==> src/lsrc_pkg.sv <==
`default_nettype none

package lsrc_pkg;

  // Field widths fixed by the interface.
  localparam int MinuteW  = 11;
  localparam int SecondW  = 6;
  localparam int PctW     = 7;
  localparam int DacW     = 14;
  localparam int EnW      = 2;
  localparam int CfgIdxW  = 3;
  localparam int CfgDataW = 14;

  // The DAC code saturates at 2^DacBits - 1.
  localparam int DacBits = 14;
  localparam int DacTop  = (1 << DacBits) - 1;

  localparam int PctFull = 100;

  // Reset values of the configuration registers.
  localparam int RstOnMinute    = 360;
  localparam int RstOffMinute   = 1320;
  localparam int RstRiseEnd     = 390;
  localparam int RstFallStart   = 1260;
  localparam int RstRampEnables = 0;
  localparam int RstMaxPercent  = 80;
  localparam int RstVoltLow     = 0;
  localparam int RstVoltHigh    = 1000;

  // Hour = minute / 60, done as a multiply by a scaled reciprocal. The error
  // stays below one part in the last place for all 11-bit minute values.
  localparam int HourW      = 6;
  localparam int HourRecip  = 2185;
  localparam int HourShift  = 17;
  localparam int HourProdW  = MinuteW + 12;

  // Ramp divider: quotient below 128, numerator and divisor below 2^17.
  localparam int QuotW    = 7;
  localparam int RampW    = 17;
  localparam int DvdW     = 24;
  localparam int DvsW     = RampW + QuotW - 1;
  // Signed width of minute differences times 60 plus seconds.
  localparam int TimeW    = 19;

  // Percent-to-code map: |span * pct| below 2^21, divided by 100 through a
  // reciprocal that overshoots by at most one, then corrected.
  localparam int ProdW      = 22;
  localparam int MagW       = 21;
  localparam int Recip100   = 5243;
  localparam int RecipShift = 19;
  localparam int RecipProdW = 35;
  localparam int QuoW       = 15;
  localparam int VoltW      = 17;

  typedef enum logic [CfgIdxW-1:0] {
    CFG_ON_MINUTE,
    CFG_OFF_MINUTE,
    CFG_RISE_END_MINUTE,
    CFG_FALL_START_MINUTE,
    CFG_RAMP_ENABLES,
    CFG_MAX_PERCENT,
    CFG_VOLT_LOW,
    CFG_VOLT_HIGH
  } cfg_index_t;

  typedef enum logic [1:0] {
    LS_OFF  = 2'd0,
    LS_ON   = 2'd1,
    LS_RISE = 2'd2,
    LS_FALL = 2'd3
  } lamp_state_t;

  typedef enum logic [1:0] {
    PSEL_ZERO,
    PSEL_MAX,
    PSEL_DIV
  } pct_sel_t;

  typedef enum logic [2:0] {
    CS_IDLE,
    CS_HOUR,
    CS_EVAL,
    CS_DIV,
    CS_MUL,
    CS_RECIP,
    CS_FIX,
    CS_DONE
  } ctrl_state_t;

  typedef struct packed {
    logic [MinuteW-1:0] minute_of_day;
    logic [SecondW-1:0] second;
  } in_item_t;

  typedef struct packed {
    logic [1:0]      lamp_state;
    logic [PctW-1:0] light_percent;
    logic [DacW-1:0] dac_value;
    logic            dac_write;
  } out_item_t;

  typedef struct packed {
    logic capture;
    logic hour_en;
    logic eval_en;
    logic div_en;
    logic mul_en;
    logic recip_en;
    logic fix_en;
    logic commit;
  } dp_cmd_t;

  function automatic logic [HourW-1:0] hour_of(input logic [MinuteW-1:0] minute);
    logic [HourProdW-1:0] prod;
    prod = HourProdW'(minute) * HourProdW'(HourRecip);
    return prod[HourShift +: HourW];
  endfunction

endpackage

`default_nettype wire

==> src/light_schedule_ramp_controller_unit.sv <==
// Light schedule ramp controller.
//
// Each input transfer on in_* carries one tick: the minute of day and the
// second within it. The block steps a four-state schedule (off, on, sunrise,
// sunset), works out the light level in percent and maps it onto a DAC code
// between volt_low and volt_high (zero when off). Every tick gives exactly one
// result transfer on out_*, with dac_write set when the code or the state
// differs from the last written one (the first tick after reset always writes).
// The schedule registers are written through cfg_we, cfg_index and cfg_wdata;
// write them only while no tick is in flight, which the block does not enforce.
// One tick is handled at a time: no new input transfer is taken until the
// result of the last one has been committed to the output register; the
// 7-step serial ramp divider is the longest part of the work on each tick.
// A finished result waits in the output register while out_stall is high;
// the next tick completes only after that register has been freed.
// Synchronous reset puts the schedule in the off state, restores the
// register defaults and empties the output register.
`default_nettype none

module light_schedule_ramp_controller_unit (
  input  wire logic                          clk,
  input  wire logic                          rst_n,
  input  wire logic                          in_valid,
  output logic                               in_stall,
  input  wire lsrc_pkg::in_item_t            in_data,
  output logic                               out_valid,
  input  wire logic                          out_stall,
  output lsrc_pkg::out_item_t                out_data,
  input  wire logic                          cfg_we,
  input  wire logic [lsrc_pkg::CfgIdxW-1:0]  cfg_index,
  input  wire logic [lsrc_pkg::CfgDataW-1:0] cfg_wdata
);
  import lsrc_pkg::*;

  // Command bundle from the sequencer to the datapath.
  dp_cmd_t cmd;

  // The sequencer walks through capture, hour lookup, schedule evaluation,
  // seven divide steps, the two multiplies of the percent-to-code map, the
  // reciprocal correction and the final commit into the output register.
  lsrc_ctrl u_ctrl (
    .clk       (clk),
    .rst_n     (rst_n),
    .in_valid  (in_valid),
    .in_stall  (in_stall),
    .out_valid (out_valid),
    .out_stall (out_stall),
    .cmd       (cmd)
  );

  // The datapath holds the configuration registers, the schedule state, the
  // shared divider and the output register.
  lsrc_datapath u_dp (
    .clk       (clk),
    .rst_n     (rst_n),
    .cmd       (cmd),
    .in_data   (in_data),
    .cfg_we    (cfg_we),
    .cfg_index (cfg_index),
    .cfg_wdata (cfg_wdata),
    .out_data  (out_data)
  );

endmodule

`default_nettype wire

==> src/lsrc_ctrl.sv <==
`default_nettype none

module lsrc_ctrl (
  input  wire logic              clk,
  input  wire logic              rst_n,
  input  wire logic              in_valid,
  output logic                   in_stall,
  output logic                   out_valid,
  input  wire logic              out_stall,
  output lsrc_pkg::dp_cmd_t      cmd
);
  import lsrc_pkg::*;

  localparam int StepW = $clog2(QuotW);

  ctrl_state_t        state_r, state_nxt;
  logic [StepW-1:0]   step_r, step_nxt;
  logic               out_valid_r, out_valid_nxt;

  always_ff @(posedge clk) begin
    if (!rst_n) begin
      state_r     <= CS_IDLE;
      step_r      <= '0;
      out_valid_r <= 1'b0;
    end else begin
      state_r     <= state_nxt;
      step_r      <= step_nxt;
      out_valid_r <= out_valid_nxt;
    end
  end

  always_comb begin
    state_nxt     = state_r;
    step_nxt      = step_r;
    out_valid_nxt = out_valid_r && out_stall;
    cmd           = '0;
    case (state_r)
      CS_IDLE: begin
        if (in_valid) begin
          cmd.capture = 1'b1;
          state_nxt   = CS_HOUR;
        end
      end
      CS_HOUR: begin
        cmd.hour_en = 1'b1;
        state_nxt   = CS_EVAL;
      end
      CS_EVAL: begin
        cmd.eval_en = 1'b1;
        step_nxt    = StepW'(QuotW - 1);
        state_nxt   = CS_DIV;
      end
      CS_DIV: begin
        cmd.div_en = 1'b1;
        if (step_r == '0) begin
          state_nxt = CS_MUL;
        end else begin
          step_nxt = step_r - 1'b1;
        end
      end
      CS_MUL: begin
        cmd.mul_en = 1'b1;
        state_nxt  = CS_RECIP;
      end
      CS_RECIP: begin
        cmd.recip_en = 1'b1;
        state_nxt    = CS_FIX;
      end
      CS_FIX: begin
        cmd.fix_en = 1'b1;
        state_nxt  = CS_DONE;
      end
      CS_DONE: begin
        // The result register must be free before the new result goes in.
        if (!(out_valid_r && out_stall)) begin
          cmd.commit    = 1'b1;
          out_valid_nxt = 1'b1;
          state_nxt     = CS_IDLE;
        end
      end
      default: begin
        state_nxt = CS_IDLE;
      end
    endcase
  end

  assign in_stall  = (state_r != CS_IDLE);
  assign out_valid = out_valid_r;

endmodule

`default_nettype wire

==> src/lsrc_datapath.sv <==
`default_nettype none

module lsrc_datapath (
  input  wire logic                          clk,
  input  wire logic                          rst_n,
  input  wire lsrc_pkg::dp_cmd_t             cmd,
  input  wire lsrc_pkg::in_item_t            in_data,
  input  wire logic                          cfg_we,
  input  wire logic [lsrc_pkg::CfgIdxW-1:0]  cfg_index,
  input  wire logic [lsrc_pkg::CfgDataW-1:0] cfg_wdata,
  output lsrc_pkg::out_item_t                out_data
);
  import lsrc_pkg::*;

  // Configuration registers.
  logic [MinuteW-1:0] on_min_r, off_min_r, rise_end_r, fall_start_r;
  logic [EnW-1:0]     ramp_en_r;
  logic [PctW-1:0]    max_pct_r;
  logic [DacW-1:0]    volt_low_r, volt_high_r;

  // Item and schedule state.
  logic [MinuteW-1:0] now_r;
  logic [SecondW-1:0] sec_r;
  logic [HourW-1:0]   onh_r, offh_r;
  lamp_state_t        mode_r, mode_nxt;
  pct_sel_t           sel_r, sel_nxt;
  logic               map_r, map_nxt;

  // Divider.
  logic [DvdW-1:0]    rem_r;
  logic [DvsW-1:0]    dvs_r;
  logic [QuotW-1:0]   q_r;
  logic [DvdW-1:0]    trial;

  // Map pipeline.
  logic [PctW-1:0]         pct_r, pct_c, eff_max;
  logic signed [ProdW-1:0] prod_r, span_w, pct_w;
  logic signed [DacW:0]    span;
  logic                    neg_r;
  logic [MagW-1:0]         mag_r, mag_c;
  logic [RecipProdW-1:0]   recip_prod;
  logic [QuoW-1:0]         quo_r, quo_fix;
  logic [ProdW-1:0]        back;
  logic signed [VoltW-1:0] volt_c, lo_x, quo_x;
  logic [DacW-1:0]         code_r, code_c;

  // Write tracking.
  logic [DacW-1:0]    last_val_r;
  lamp_state_t        last_st_r;
  logic               written_r;
  logic               wr_c;
  out_item_t          out_r;

  // Schedule evaluation.
  logic                    in_on;
  logic signed [TimeW-1:0] now_x, sec_x, on_x, off_x, re_x, fs_x;
  logic signed [TimeW-1:0] el_rise, tot_rise, el_fall, tot_fall, el_fc, rem_f;
  logic [RampW-1:0]        num_c, den_c;

  always_ff @(posedge clk) begin
    if (!rst_n) begin
      on_min_r     <= MinuteW'(RstOnMinute);
      off_min_r    <= MinuteW'(RstOffMinute);
      rise_end_r   <= MinuteW'(RstRiseEnd);
      fall_start_r <= MinuteW'(RstFallStart);
      ramp_en_r    <= EnW'(RstRampEnables);
      max_pct_r    <= PctW'(RstMaxPercent);
      volt_low_r   <= DacW'(RstVoltLow);
      volt_high_r  <= DacW'(RstVoltHigh);
    end else if (cfg_we) begin
      case (cfg_index)
        CFG_ON_MINUTE:         on_min_r     <= cfg_wdata[MinuteW-1:0];
        CFG_OFF_MINUTE:        off_min_r    <= cfg_wdata[MinuteW-1:0];
        CFG_RISE_END_MINUTE:   rise_end_r   <= cfg_wdata[MinuteW-1:0];
        CFG_FALL_START_MINUTE: fall_start_r <= cfg_wdata[MinuteW-1:0];
        CFG_RAMP_ENABLES:      ramp_en_r    <= cfg_wdata[EnW-1:0];
        CFG_MAX_PERCENT:       max_pct_r    <= cfg_wdata[PctW-1:0];
        CFG_VOLT_LOW:          volt_low_r   <= cfg_wdata[DacW-1:0];
        CFG_VOLT_HIGH:         volt_high_r  <= cfg_wdata[DacW-1:0];
        default: begin
        end
      endcase
    end
  end

  // Compare hours for midnight wrap, then minutes; equal hours stay off.
  always_comb begin
    if (onh_r < offh_r) begin
      in_on = (now_r >= on_min_r) && (now_r < off_min_r);
    end else if (onh_r > offh_r) begin
      in_on = (now_r >= on_min_r) || (now_r < off_min_r);
    end else begin
      in_on = 1'b0;
    end
  end

  always_comb begin
    case (mode_r)
      LS_OFF: begin
        if (in_on) begin
          mode_nxt = ramp_en_r[0] ? LS_RISE : LS_ON;
        end else begin
          mode_nxt = LS_OFF;
        end
      end
      LS_ON: begin
        if (!in_on) begin
          mode_nxt = (ramp_en_r[1] && (now_r >= fall_start_r) && (now_r < off_min_r))
                     ? LS_FALL : LS_OFF;
        end else begin
          mode_nxt = LS_ON;
        end
      end
      LS_RISE: begin
        mode_nxt = (!ramp_en_r[0] || (now_r >= rise_end_r)) ? LS_ON : LS_RISE;
      end
      LS_FALL: begin
        mode_nxt = (!ramp_en_r[1] || (now_r >= off_min_r) || (now_r < fall_start_r))
                   ? LS_OFF : LS_FALL;
      end
      default: begin
        mode_nxt = LS_OFF;
      end
    endcase
  end

  assign now_x = $signed({8'd0, now_r});
  assign sec_x = $signed({13'd0, sec_r});
  assign on_x  = $signed({8'd0, on_min_r});
  assign off_x = $signed({8'd0, off_min_r});
  assign re_x  = $signed({8'd0, rise_end_r});
  assign fs_x  = $signed({8'd0, fall_start_r});

  assign el_rise  = (now_x - on_x) * 19'sd60 + sec_x;
  assign tot_rise = (re_x - on_x) * 19'sd60;
  assign el_fall  = (now_x - fs_x) * 19'sd60 + sec_x;
  assign tot_fall = (off_x - fs_x) * 19'sd60;
  // A sunset with no elapsed time still counts one second.
  assign el_fc    = (el_fall <= 19'sd0) ? 19'sd1 : el_fall;
  assign rem_f    = tot_fall - el_fc;

  // Pick the percent source. The divide is only used when the numerator is
  // below the divisor, so the quotient is always below 100.
  always_comb begin
    sel_nxt = PSEL_ZERO;
    map_nxt = 1'b0;
    num_c   = '0;
    den_c   = '0;
    case (mode_nxt)
      LS_ON: begin
        sel_nxt = PSEL_MAX;
        map_nxt = 1'b1;
      end
      LS_RISE: begin
        if (ramp_en_r[0]) begin
          map_nxt = 1'b1;
          if (tot_rise <= 19'sd0) begin
            sel_nxt = PSEL_MAX;
          end else if (el_rise <= 19'sd0) begin
            sel_nxt = PSEL_ZERO;
          end else if (el_rise >= tot_rise) begin
            sel_nxt = PSEL_MAX;
          end else begin
            sel_nxt = PSEL_DIV;
            num_c   = el_rise[RampW-1:0];
            den_c   = tot_rise[RampW-1:0];
          end
        end
      end
      LS_FALL: begin
        if (ramp_en_r[1]) begin
          map_nxt = 1'b1;
          if (tot_fall <= 19'sd0) begin
            sel_nxt = PSEL_MAX;
          end else if ((el_fall <= 19'sd0) && (now_r < fall_start_r)) begin
            sel_nxt = PSEL_MAX;
          end else if (rem_f <= 19'sd0) begin
            sel_nxt = PSEL_ZERO;
          end else begin
            sel_nxt = PSEL_DIV;
            num_c   = rem_f[RampW-1:0];
            den_c   = tot_fall[RampW-1:0];
          end
        end
      end
      default: begin
      end
    endcase
  end

  assign trial = DvdW'(dvs_r);

  assign eff_max = (max_pct_r > PctW'(PctFull)) ? PctW'(PctFull) : max_pct_r;

  always_comb begin
    case (sel_r)
      PSEL_ZERO: pct_c = '0;
      PSEL_MAX:  pct_c = eff_max;
      PSEL_DIV:  pct_c = (q_r < eff_max) ? q_r : eff_max;
      default:   pct_c = '0;
    endcase
  end

  assign span   = $signed({1'b0, volt_high_r}) - $signed({1'b0, volt_low_r});
  assign span_w = ProdW'(span);
  assign pct_w  = $signed({15'd0, pct_c});

  assign mag_c      = prod_r[ProdW-1] ? MagW'(-prod_r) : MagW'(prod_r);
  assign recip_prod = RecipProdW'(mag_c) * RecipProdW'(Recip100);

  assign back    = ProdW'(quo_r) * ProdW'(PctFull);
  assign quo_fix = (back > ProdW'(mag_r)) ? quo_r - 1'b1 : quo_r;
  assign lo_x    = $signed({3'd0, volt_low_r});
  assign quo_x   = $signed({2'd0, quo_fix});
  assign volt_c  = neg_r ? (lo_x - quo_x) : (lo_x + quo_x);

  always_comb begin
    if (!map_r || (volt_c < 17'sd0)) begin
      code_c = '0;
    end else if (volt_c > VoltW'(DacTop)) begin
      code_c = DacW'(DacTop);
    end else begin
      code_c = volt_c[DacW-1:0];
    end
  end

  assign wr_c = !written_r || (code_r != last_val_r) || (mode_r != last_st_r);

  // Datapath registers without reset.
  always_ff @(posedge clk) begin
    if (cmd.capture) begin
      now_r <= in_data.minute_of_day;
      sec_r <= in_data.second;
    end
    if (cmd.hour_en) begin
      onh_r  <= hour_of(on_min_r);
      offh_r <= hour_of(off_min_r);
    end
    if (cmd.eval_en) begin
      sel_r <= sel_nxt;
      map_r <= map_nxt;
      rem_r <= DvdW'(num_c) * DvdW'(PctFull);
      dvs_r <= {den_c, {(QuotW-1){1'b0}}};
      q_r   <= '0;
    end
    if (cmd.div_en) begin
      if (rem_r >= trial) begin
        rem_r <= rem_r - trial;
        q_r   <= {q_r[QuotW-2:0], 1'b1};
      end else begin
        q_r   <= {q_r[QuotW-2:0], 1'b0};
      end
      dvs_r <= dvs_r >> 1;
    end
    if (cmd.mul_en) begin
      pct_r  <= pct_c;
      prod_r <= span_w * pct_w;
    end
    if (cmd.recip_en) begin
      neg_r <= prod_r[ProdW-1];
      mag_r <= mag_c;
      quo_r <= recip_prod[RecipShift +: QuoW];
    end
    if (cmd.fix_en) begin
      code_r <= code_c;
    end
    if (cmd.commit) begin
      out_r.lamp_state    <= mode_r;
      out_r.light_percent <= pct_r;
      out_r.dac_value     <= code_r;
      out_r.dac_write     <= wr_c;
    end
  end

  // Schedule state and the last written DAC transfer.
  always_ff @(posedge clk) begin
    if (!rst_n) begin
      mode_r     <= LS_OFF;
      last_val_r <= '0;
      last_st_r  <= LS_OFF;
      written_r  <= 1'b0;
    end else begin
      if (cmd.eval_en) begin
        mode_r <= mode_nxt;
      end
      if (cmd.commit && wr_c) begin
        last_val_r <= code_r;
        last_st_r  <= mode_r;
        written_r  <= 1'b1;
      end
    end
  end

  assign out_data = out_r;

endmodule

`default_nettype wire

==> config.mk <==
export PLATFORM = sky130hd
export DESIGN_NAME = light_schedule_ramp_controller_unit
export DESIGN_NICKNAME = d
export VERILOG_FILES = /design/src/lsrc_pkg.sv /design/src/light_schedule_ramp_controller_unit.sv /design/src/lsrc_ctrl.sv /design/src/lsrc_datapath.sv
export SDC_FILE = /design/constraint.sdc
export NUM_CORES = 2
export LEC_CHECK = 0
export BUFFER_PORTS_ARGS = -buffer_cell sky130_fd_sc_hd__buf_2
export CAP_MARGIN = 25
export CORE_MARGIN = 2
export CORE_UTILIZATION = 25
export CTS_BUF_LIST = sky130_fd_sc_hd__clkbuf_8 sky130_fd_sc_hd__clkbuf_16
export CTS_CLUSTER_DIAMETER = 100
export DETAILED_ROUTE_END_ITERATION = 8
export PLACE_DENSITY_LB_ADDON = 0.2
export SLEW_MARGIN = 20
export SYNTH_ARGS = -nofsm -noshare
export SYNTH_HDL_FRONTEND = slang
export SYNTH_SLANG_ARGS = --single-unit
==> constraint.sdc <==
create_clock -name clk -period 30.9 [get_ports clk]
set_input_delay 6.18 -clock clk [delete_from_list [all_inputs] [get_ports clk]]
set_output_delay 6.18 -clock clk [all_outputs]
set_load 0.01 [all_outputs]
---- After elaboration in Yosys (flattened, before gate mapping) ----
Index checks and enable logic that the tools add are counted.
word-level totals
  flip-flop bits (word level) ............. 297
  input bits .............................. 39
  output and inout bits ................... 26
operators by class
  $add $sub $neg .......................... 14
  multiply operators ...................... 10
  $lt $le $gt $ge ......................... 20
  equal/unequal tests ..................... 28
  mux-type cells .......................... 72
  reduce and logical (&&, ||, !) cells .... 34
operators by type and width
  operator                  count
  $mux W17                  17
  $le A19 B1 Y1 const B     5
  $mul A19 B5 Y17 const B   4
  $mux W24                  3
  $pmux W17 S2              2
  $sub A11 B11 Y12          4
  $mul A11 B12 Y23 const B  2
  $ge A11 B11 Y1            4
  $mux W22                  2
  $add A19 B7 Y19           2
  $mul A21 B13 Y34 const B  1
  $mux W2                   14
  $mux W7                   4
  $eq A3 B3 Y1 const B      8
  $ge A24 B23 Y1            1
  $pmux W3 S8               1
  $sub A24 B23 Y24          1
  $gt A22 B21 Y1            1
  $lt A11 B11 Y1            2
  $mul A15 B8 Y22           1
  $mul A17 B5 Y22 const B   1
  $mux W21                  1
  $neg A21 Y21              1
  $mul A15 B5 Y20 const B   1
  other kinds (40)          95

---- Longest topological paths before layout ----
  word-level depth ........................ 16
  gate-level depth with buffers ........... 67
  mapped depth without buffers ............ 65

---- Cells and area by module ----
A second synthesis with hierarchy kept.
unflattened totals
  cell total of the unflattened synthesis .. 4490
  area, all modules ....................... 39960.8 µm²
by module, submodules not included
  module         instances  cells an instance  area each (µm²)  seq. area each (µm²)
  lsrc_datapath  1          4437               39516.6          7457.2
  lsrc_ctrl      1          53                 444.2            140.1

---- Worst setup path after synthesis ----
No wires, ideal clock.
  path kind ............................... reg-to-reg
  start ................................... register u_dp.now_r[4]
  end ..................................... register u_dp.rem_r[23]
  arrival time ............................ 12818 ps
  required time ........................... 30774 ps
  setup slack ............................. 17957 ps
  stages on the path, launching flop included .. 61
  path buffers ............................ 3
  clock period less this slack ............ 12943 ps
  cells stage by stage .................... edfxtp_1 > ha_1 > nand3_1 > o21bai_1 > a21boi_2 > o21ai_0 > a211oi_1 > ha_1 > fa_1 > fa_1 > ha_1 > a211oi_1 > o21ai_1 > a41oi_1 > xnor2_2 > nand2_1 > or3_1 > a211o_1 > (+25 left out) > fa_1 > inv_1 > ha_1 > a21oi_1 > o21ai_0 > a21oi_1 > o21ai_0 > a21oi_1 > o21ai_0 > a21oi_1 > o21ai_0 > a21oi_1 > o21a_1 > o21ai_0 > a21o_1 > a21oi_1 > xor2_1 > o21ai_0
on the way
  word-level cells in the longest chain between the ends .. 16
  elaborated cells between the ends (all ways) .. 49
ends and longest elaborated chain
  what                    line                                        source
  from (decl)             lsrc_datapath.sv:22                         logic [MinuteW-1:0] now_r;
  from (signal assigned)  lsrc_datapath.sv:232                        now_r <= in_data.minute_of_day;
  $sub A11 B11 Y12        lsrc_datapath.sv:136                        assign el_fall = (now_x - fs_x) * 19'sd60 + sec_x;
  $mul A19 B5 Y17         lsrc_datapath.sv:136
  $add A19 B7 Y19         lsrc_datapath.sv:136
  $le A19 B1 Y1           lsrc_datapath.sv:139, lsrc_datapath.sv:175
  $mux W19                lsrc_datapath.sv:139                        assign el_fc = (el_fall <= 19'sd0) ? 19'sd1 : el_fall;
  $sub A19 B19 Y19        lsrc_datapath.sv:140                        assign rem_f = tot_fall - el_fc;
  $le A19 B1 Y1           lsrc_datapath.sv:177                        end else if (rem_f <= 19'sd0) begin
  $mux W17                lsrc_datapath.sv:177
  $mux W17                lsrc_datapath.sv:175                        end else if ((el_fall <= 19'sd0) && (now_r < fall_start_r)) begin
  $mux W17                lsrc_datapath.sv:173                        if (tot_fall <= 19'sd0) begin
  $mux W17                lsrc_datapath.sv:171                        if (ramp_en_r[1]) begin
  $pmux W17 S2 (*)        lsrc_datapath.sv:149                        case (mode_nxt)
  $mul A17 B5 Y22 (*)     lsrc_datapath.sv:242                        rem_r <= DvdW'(num_c) * DvdW'(PctFull);
  $mux W24 (*)            lsrc_datapath.sv:239                        if (cmd.eval_en) begin
  $mux W24                lsrc_datapath.sv:247                        if (rem_r >= trial) begin
  $mux W24 (*)            lsrc_datapath.sv:246                        if (cmd.div_en) begin
  to (signal assigned)    lsrc_datapath.sv:242
  to (signal assigned)    lsrc_datapath.sv:248                        rem_r <= rem_r - trial;
  to (decl)               lsrc_datapath.sv:30                         logic [DvdW-1:0] rem_r;
Mark *: on every way between the ends. The rest lies on a longest branch, timed or not.
A chain may end at the register's enable or synchronous reset.

---- Final worst setup path ----
  start ................................... register u_dp.now_r[4]
  end ..................................... register u_dp.rem_r[22]
The elaborated chain is that of the path after synthesis.

==> results.toml <==
[worst_setup_path]
startpoint_type_of_the_worst_setup_path = "flip-flop"
path_max_fanout = 29
path_common_cell = "sky130_fd_sc_hd__o21ai_0"
path_class = "flip-flop to flip-flop"
timing.critical_path.slowest_stage_cell = "sky130_fd_sc_hd__a211oi_1"
delay_of_the_slowest_cell_on_the_worst_path_ns = 0.76
endpoint_arrival_time_on_the_critical_path_ns = 15.16
worstPathRequired_ns = 31.35
setup.worst_path.end_class = "flip-flop"

[routing]
antenna_left = 0
vias = 29900
residual_drc_count = 0
drt-total-wl_um = 112000
routedWlPerCell_um = 16.6
detail_route.iter0.violations = 1713
drt_pass1_iterations = 5
vias_per_cell = 4.46

[floorplanning]
core_area_sq_um = 158000
fp.dieArea_sq_um = 163000
start_util_pct = 25.2
io_pins = 65
die-height_um = 403
die_width_um = 403
placementRows = 146

[finish]
final_net_count = 5663
final.fill_count = 17000
regArea_sq_um = 7600
flow.area_growth_from_synthesis_pct = 10.9
multi_input_gate_area_sq_um = 28700
fraction_of_final_layout_cells_with_drive_strength_greater_than_1_pct = 5.64
fin_area_sq_um = 44200

[clock_tree]
clock-sinks = 297
clock_latency_of_the_later_clocked_register_in_the_worst_skew_pair_ns = 0.61
cts_hold_repair.buffers = 0
cts-resized-gates = 0
postCtsSetupBuffers = 0
path_clk_slew_ns = 0.06
clk_path_buf_depth = 3
cts_made_buffers = 43
cts_root_buf = "sky130_fd_sc_hd__clkbuf_16"
tritoncts = "done"
cts_htree_levels = 2

[synthesis]
synth_largest_type_area_fraction_pct = 22.3
synth_area_sq_um = 39800
ys_types = 100
seq_area_frac_synth_pct = 19.1
synth.area.top_cells = "sky130_fd_sc_hd__ha_1 (22%), sky130_fd_sc_hd__fa_1 (15%), sky130_fd_sc_hd__edfxtp_1 (12%)"
syn_nets = 5596
fraction_of_registers_with_async_set_or_reset_after_synthesis_pct = 0
syn-instance-count = 4541
synth.avg_cell_area_sq_um = 8.77
synth_edf_count = 165
yosysWarnings = 0
register_bit_total_from_synthesis = 297
synthFlopType = "sky130_fd_sc_hd__edfxtp_1"
synthDominantAreaCellType = "sky130_fd_sc_hd__ha_1"

[global_routing]
remaining_global_route_overflow = 0
grt_pass1_wl_um = 178000
grt_antenna_before_repair = 2
global_route.usage.met1_pct = 19.5
grt_max_degree = 75
grtUsageTotal_pct = 14.0
first_global_vias = 31000
peak_usage_layer_in_the_global_routing_report = "met2"
met2_usage_pct = 22.9
gr-usage-met3_pct = 1.87

[timing]
slew_at_the_pin_closest_to_its_max_slew_limit_ns = 0.993
final_period_minus_worst_setup_slack_ns = 14.71
rsz0062_at_grt = "no"
setup_total_negative_slack_ns = 0
timing.final.hold_violations = 0
fin_worst_skew_ns = 0.0285
headroom_to_the_max_slew_limit_pct = 33.6
final.setup.worst_slack_ns = 16.19
period_share_pct = 47.6
fin_worst_hold_slack_ns = 0.423
timing.fmax_ghz = 0.0680
final_max_slew_viol_count = 0
setup-violations-final = 0

[placed_design]
detailed_place_hpwl_um = 93200
dp_worst_setup_slack_ns = 16.36
gpl.final_weighted_congestion = 0.840
port_buffer_count = 64
detailed_place.area_sq_um = 42700

[status]
status = "completed"

[hold_path]
hold_path_class = "flip-flop to flip-flop"

[run]
drv.max_cap_violation_count = 0
## path summary, 6_finish.rpt
kind	slack, ns	cells after the start	start	endpoint
max	16.19	60	u_dp.now_r[4]$_DFFE_PP_	u_dp.rem_r[22]$_DFF_P_
min	0.42	0	u_dp.pct_r[4]$_DFFE_PP_	u_dp.out_data[19]$_DFFE_PP_
max reg2reg	16.19	60	u_dp.now_r[4]$_DFFE_PP_	u_dp.rem_r[22]$_DFF_P_
min reg2reg	0.42	0	u_dp.pct_r[4]$_DFFE_PP_	u_dp.out_data[19]$_DFFE_PP_
## worst max-delay path: cells and delay by family (launching register included)
family	cells	cell delay [ns]
multiplexers	1	0.21
flip-flops	1	0.49
AND/OR/NAND/NOR	10	1.62
buffers and inverters	4	0.42
AO/OA/AOI/OAI	32	6.91
XOR/XNOR	3	0.96
adder cells (fa/ha/maj)	10	3.91
## cells in the mapped netlist (all sizes together), types with 21 or more instances
| master | n |
|---|---|
| a211oi | 36 |
| a21boi | 27 |
| a21o | 86 |
| a21oi | 303 |
| a31oi | 21 |
| and2 | 23 |
| clkbuf | 62 |
| dfxtp | 132 |
| edfxtp | 165 |
| fa | 305 |
| ha | 711 |
| inv | 851 |
| mux2i | 34 |
| nand2 | 393 |
| nand2b | 46 |
| nand3 | 90 |
| nand4 | 34 |
| nor2 | 305 |
| nor2b | 52 |
| nor3 | 61 |
| o211ai | 31 |
| o21a | 32 |
| o21ai | 145 |
| o21bai | 60 |
| or2 | 22 |
| xnor2 | 207 |
| xor2 | 99 |
## state kept, by name (all words and copies together), names as in the netlist, 3 cells and up
register / count
u_dp.mag_r: 21
u_dp.last_val_r: 14
u_dp.sec_r: 6
u_dp.rise_end_r: 11
u_dp.q_r: 7
u_dp.quo_r: 15
u_dp.onh_r: 6
u_dp.volt_high_r: 14
u_dp.volt_low_r: 14
u_dp.offh_r: 6
u_dp.prod_r: 22
u_dp.out_data: 24
u_dp.pct_r: 7
u_ctrl.state_r: 3
u_dp.now_r: 11
u_dp.code_r: 14
u_dp.on_min_r: 11
u_dp.off_min_r: 11
u_dp.fall_start_r: 11
u_dp.rem_r: 24
u_dp.max_pct_r: 7
u_dp.dvs_r: 23
u_ctrl.step_r: 3
## layout by cell type (no fill, tap or decap), drive strengths merged, types with 32 or more instances in the layout
master	instances
inv	863
ha	711
nand2	393
fa	305
nor2	305
a21oi	303
xnor2	207
edfxtp	165
o21ai	145
dfxtp	132
xor2	99
buf	97
nand3	90
a21o	86
nor3	61
o21bai	60
clkbuf	53
nor2b	52
nand2b	46
a211oi	36
mux2i	34
nand4	34
o21a	32
## logic make-up (layout without fill, tap and decap cells)
| kind of cell | Yosys count | in the layout | synth area share, % |
|---|---|---|---|
| xor gates and xnor gates | 306 | 306 | 6.79 |
| other | 0 | 2 | 0 |
| muxes | 38 | 38 | 0.977 |
| buffers and inverters | 929 | 1031 | 8.84 |
| AOI/OAI and AO/OA | 850 | 850 | 13.8 |
| and+or+nand+nor | 1104 | 1104 | 12.8 |
| DFF | 297 | 297 | 19.1 |
| adders and majority gates | 1017 | 1017 | 37.7 |
## final cells by class
type	count	area share (%)
Multi-Input combinational cell	3315	65.0
Sequential cell	297	17.2
Inverter	853	7.25
Tap cell	2072	5.87
Clock buffer	52	2.82
Timing Repair Buffer	98	1.30
Clock inverter	28	0.507
Antenna cell	2	0.0113
## layer usage
| metal | vias up | wire (um) |
|---|---|---|
| li1 | 15300 | - |
| met1 | 14200 | 55400 |
| met2 | 334 | 49900 |
| met3 | 98 | 4120 |
| met4 | 0 | 2260 |
| met5 | - | 0 |
## metrics by stage
| stage | utilization, % | instances |
|---|---|---|
| 2_1_floorplan | - | 4541 |
| 5_1_grt | 27.9 | 6716 |
| 6_report | 27.9 | 6717 |
| 4_1_cts | 27.9 | 6712 |
| 3_3_place_gp | 26.9 | 6632 |
| 3_5_place_dp | 26.9 | 6632 |
Power is not shown: default switching activity piles up to over one toggle a cycle in this logic, so the estimate is an artifact.
